`config.mk`:
```
export PLATFORM = sky130hd
export DESIGN_NAME = ssfi_cell
export DESIGN_NICKNAME = d
export VERILOG_FILES = /design/src/sv/ssfi_pkg.sv /design/src/sv/ssfi_cell.sv
export SDC_FILE = /design/constraint.sdc
export NUM_CORES = 1
export LEC_CHECK = 0
export CORE_ASPECT_RATIO = 1.75
export CORE_MARGIN = 2
export CORE_UTILIZATION = 38
export DETAILED_ROUTE_END_ITERATION = 16
export DONT_BUFFER_PORTS = 1
export PLACE_DENSITY = 0.55
export SETUP_SLACK_MARGIN = 0.5
export SLEW_MARGIN = 10
export SYNTH_ARGS = -nofsm -noshare
export SYNTH_HDL_FRONTEND = slang
export SYNTH_SLANG_ARGS = --single-unit
```
`constraint.sdc`:
```
create_clock -name clk -period 3 [get_ports clk]
set_input_delay 0.3 -clock clk [delete_from_list [all_inputs] [get_ports clk]]
set_output_delay 0.3 -clock clk [all_outputs]
set_load 0.005 [all_outputs]
```
`src/sv/ssfi_pkg.sv`:
```
`default_nettype none

package ssfi_pkg;

  // table geometry
  localparam int CAPACITY = 256;
  localparam int KEY_W    = 32;
  localparam int IDX_W    = $clog2(CAPACITY);
  localparam int CNT_W    = $clog2(CAPACITY + 1);

  // fixed field widths of the transaction payloads
  localparam int KEY_FW = 32;
  localparam int POS_FW = 8;
  localparam int CNT_FW = 9;

  typedef logic [KEY_W-1:0] key_t;
  typedef logic [IDX_W-1:0] idx_t;
  typedef logic [CNT_W-1:0] cnt_t;

  typedef enum logic [1:0] {
    ST_FOUND     = 2'd0,
    ST_INSERTED  = 2'd1,
    ST_NOT_FOUND = 2'd2,
    ST_FULL      = 2'd3
  } status_t;

  // request type codes
  localparam logic REQ_FIND   = 1'b0;
  localparam logic REQ_INSERT = 1'b1;

  typedef struct packed {
    logic              req_type;
    logic [KEY_FW-1:0] key_value;
  } req_t;

  typedef struct packed {
    logic [1:0]        status;
    logic [POS_FW-1:0] position;
    logic [CNT_FW-1:0] entry_count;
  } rsp_t;

  // broadcast control from the sequencer to every cell
  typedef struct packed {
    logic cmp_en;
    logic ins_en;
  } cell_ctrl_t;

endpackage

`default_nettype wire

```
`src/sv/ssfi_cell.sv`:
```
`default_nettype none

module ssfi_cell (
  input  wire logic                clk,
  input  wire ssfi_pkg::cell_ctrl_t ctrl,
  input  wire ssfi_pkg::key_t      cmp_key,
  input  wire ssfi_pkg::key_t      ins_key,
  input  wire ssfi_pkg::key_t      prev_key,
  input  wire logic                prev_lt,
  input  wire logic                occ,
  output ssfi_pkg::key_t           key,
  output logic                     lt,
  output logic                     bnd,
  output logic                     hit
);
  import ssfi_pkg::*;

  logic eq;

  always_ff @(posedge clk) begin
    if (ctrl.cmp_en) begin
      lt <= occ && (key < cmp_key);
      eq <= occ && (key == cmp_key);
    end
    // cells at or above the boundary move up one slot, boundary cell takes the new key
    if (ctrl.ins_en && !lt) begin
      key <= prev_lt ? ins_key : prev_key;
    end
  end

  // first cell whose key is not below the search key
  assign bnd = !lt && prev_lt;
  assign hit = bnd && eq;

endmodule

`default_nettype wire

```
==> impl_results.md <==
- Status: finished, final reports clean
- Final setup TNS: 0 ps
- Hold Crit Class: in2reg
- H-tree Lvls: 2
- Detailed placer's ending HPWL: between 4000 and 5000 µm
- Reg power frac: between 50% and 60%
- Syn-to-layout area delta: 7.05%
- Met1 usage: between 10% and 20%
- CTS tree: yes
- Total chip power: 1.07 mW
- Int Pwr: around 0.80 mW
- Main flop type after synthesis: edfxtp_1
- GR Layer Usage met3: between 5 and 6%
- # DRC: 0
- Die X: between 60 and 70 µm
- Row Count: 37
- Setup violators final: 0
- GRT busiest layer: met2
- Share of the synthesized area in the top cell type: approximately 45%
- DRT Pass-1 Iters: 4
- Ports: 136
- Routed WL: between 4000 and 5000 µm
- Met2 Usage GRT: between 20% and 30%
- Port bufs: 0
- Core ar.: about 6000 µm²
- Post-synth EDFFs: 34
- Pin count of the biggest net entering global routing: 34
- Commonest cells post-synth: edfxtp_1 (34), inv_1 (33), ha_1 (32)
- Switching share of power: around 25%
- Rel. slew slack: 37.6%
- Number of global-route vias before repair: roughly 1,600
- Crit-path leading delay family: simple AND/OR/NAND/NOR gates
- Crit. End Element: register
- Post-CTS Hold Buffers: 0
- GPL Wtd Cong: 0.754
- Vias per Instance: 5.29
- Gr ovfl total: 0
- Slowest stage delay, CP: ~440 ps
- Filler cells: just under 600
- Wire per inst: between 15 and 20 µm
- Ant diodes: 0
- Sequential share of the synthesized area: between 40% and 50%
- First-pass GRT wire length: between 7000 and 8000 µm
- Clock Skews: between 8 and 9 ps
- Synthesized flop and latch total: 34
- Initial antenna violation count: 0
- Remaining antenna violation count: 0
- Mean Syn Cell Area: between 10 and 15 µm²
- Crit-path max FO: 2
- Place WS: 1130 ps
- Final Hold Vio Count: 0
- WP data required: roughly 3000 ps
- Skew-Pair Late Insertion Delay: roughly 280 ps
- FMAX: 552 MHz
- Max Root-Sink Buffers: 2
- Routed via count: approximately 1,400
- Hold WS: around 120 ps
- Pwr dens: 441 nW/µm²
- Final slew viol count: 0
- Starting Density: 39.0%
- Critical Path Start Type: register
- Placed Cells: 262
- Arrival @ worst endpoint: 1840 ps
- Synthesized area: 2270 µm²
- Crit path max-delay cell type: edfxtp_1
- DR iter-0 viols: 73
- Number of setup buffers added after CTS: 0
- Main area contributors after synthesis: edfxtp_1 (45%), ha_1 (18%), mux2_2 (13%), inv_1 (5.5%), mux2_1 (3.0%)
- Synth unique cells: 29
- Die Ht: about 110 µm
- Count leader, synth: edfxtp_1
- Nets: 324
- Number of max-cap violations: 0
- Minimum clock period: 1810 ps
- Cell type with the largest total area after synthesis: edfxtp_1
- Final setup margin: about 1200 ps
- Sw power: approximately 0.27 mW
- Critical path, cell by cell: ha_1 > nand4_2 > nor4_2 > o21ai_1 > o211ai_2 > a211oi_2
- GR Util All Layers: about 15%
- CP Buf/Inv Count: 0
- Clock transition at path regs: about 80 ps
- Cell count after synthesis: 188
- Die Footprint: 6640 µm²
- Share of layout cells above drive strength 1: 20.8%
- CTS resizes: 0
- Synth warnings: 0
- Combinational power share: ~15%
- Worst slew pin tran: approximately 930 ps
- Post-synth ARST share: 0%
- Unrepaired setup endpoints after global routing: no
- Static leakage: just over 1 nW
- WS Path Type: reg2reg
- Clock share of power: 30.2%
- CTS sink cnt: 34
- Syn nets: 321
- CTS Buf Count: 5
- CTS Root Cell: clkbuf_8
- VDD IR-drop max: approximately 290 µV
- Final Non-Filler Cells: 270
- Final period utilization: 60.4%
## placed cells by master, fill, tap and decap left out, types with 3 or more instances in the layout
cell type / count
a21o_1: 3
a21oi_1: 12
clkbuf_8: 5
edfxtp_1: 34
ha_1: 32
inv_1: 33
mux2_1: 6
mux2_2: 26
nand2_1: 8
nand4_1: 4
## routing by layer
metal / vias to the layer above / share of wire (%)
met5: - / 0
met4: 0 / 1.4
met3: 5 / 9.6
met2: 85 / 57
met1: 644 / 32
li1: 695 / -
## cells by family after synthesis
kind of cell / after synthesis / synth area share, %
and+or+nand+nor: 28 / 7.71
buffers and inverters: 37 / 6.61
muxes: 32 / 15.9
AOI/OAI and AO/OA: 25 / 7.27
adders and majority gates: 32 / 17.6
DFF: 34 / 44.9
## per-stage QoR
stage	util (%)	instance area (µm²)
after detailed placement	40.3	2350
after CTS	41.7	2430
after global routing	41.7	2430
after floorplan	-	2270
after global placement	40.3	2350
final	41.7	2430
## registers in the layout (all words and copies together), names as in the netlist
| signal | flops |
|---|---|
| key | 32 |
| eq | 1 |
| lt | 1 |
## layout make-up
cell class              instances  area [µm²]  share of cell area (%)
inverters                      33         124                    5.09
clock buffers                   6        72.6                    2.98
flip-flops and latches         34        1020                    42.0
multi-input cells             117        1110                    45.6
well taps                      78        97.6                    4.01
clock inverters                 2        8.76                   0.360
## worst paths after layout
check	startpoint	to	slack, ps	cells past startpoint
max	key[14]$_DFFE_PP_	lt$_DFFE_PP_	1190	6
min	ctrl[1]	lt$_DFFE_PP_	120	0
max reg2reg	key[14]$_DFFE_PP_	lt$_DFFE_PP_	1190	6
min reg2reg	key[31]$_DFFE_PP_	lt$_DFFE_PP_	870	3
## power groups by stage
stage | combinational [mW] | sequential, mW | clock, mW
after floorplan | 0.139 | 0.590 | 0
after CTS | 0.168 | 0.587 | 0.344
after detailed placement | 0.167 | 0.598 | 0
after global routing | 0.188 | 0.590 | 0.359
final | 0.163 | 0.586 | 0.324
after global placement | 0.160 | 0.597 | 0
Power figures use the tool's default switching activity.
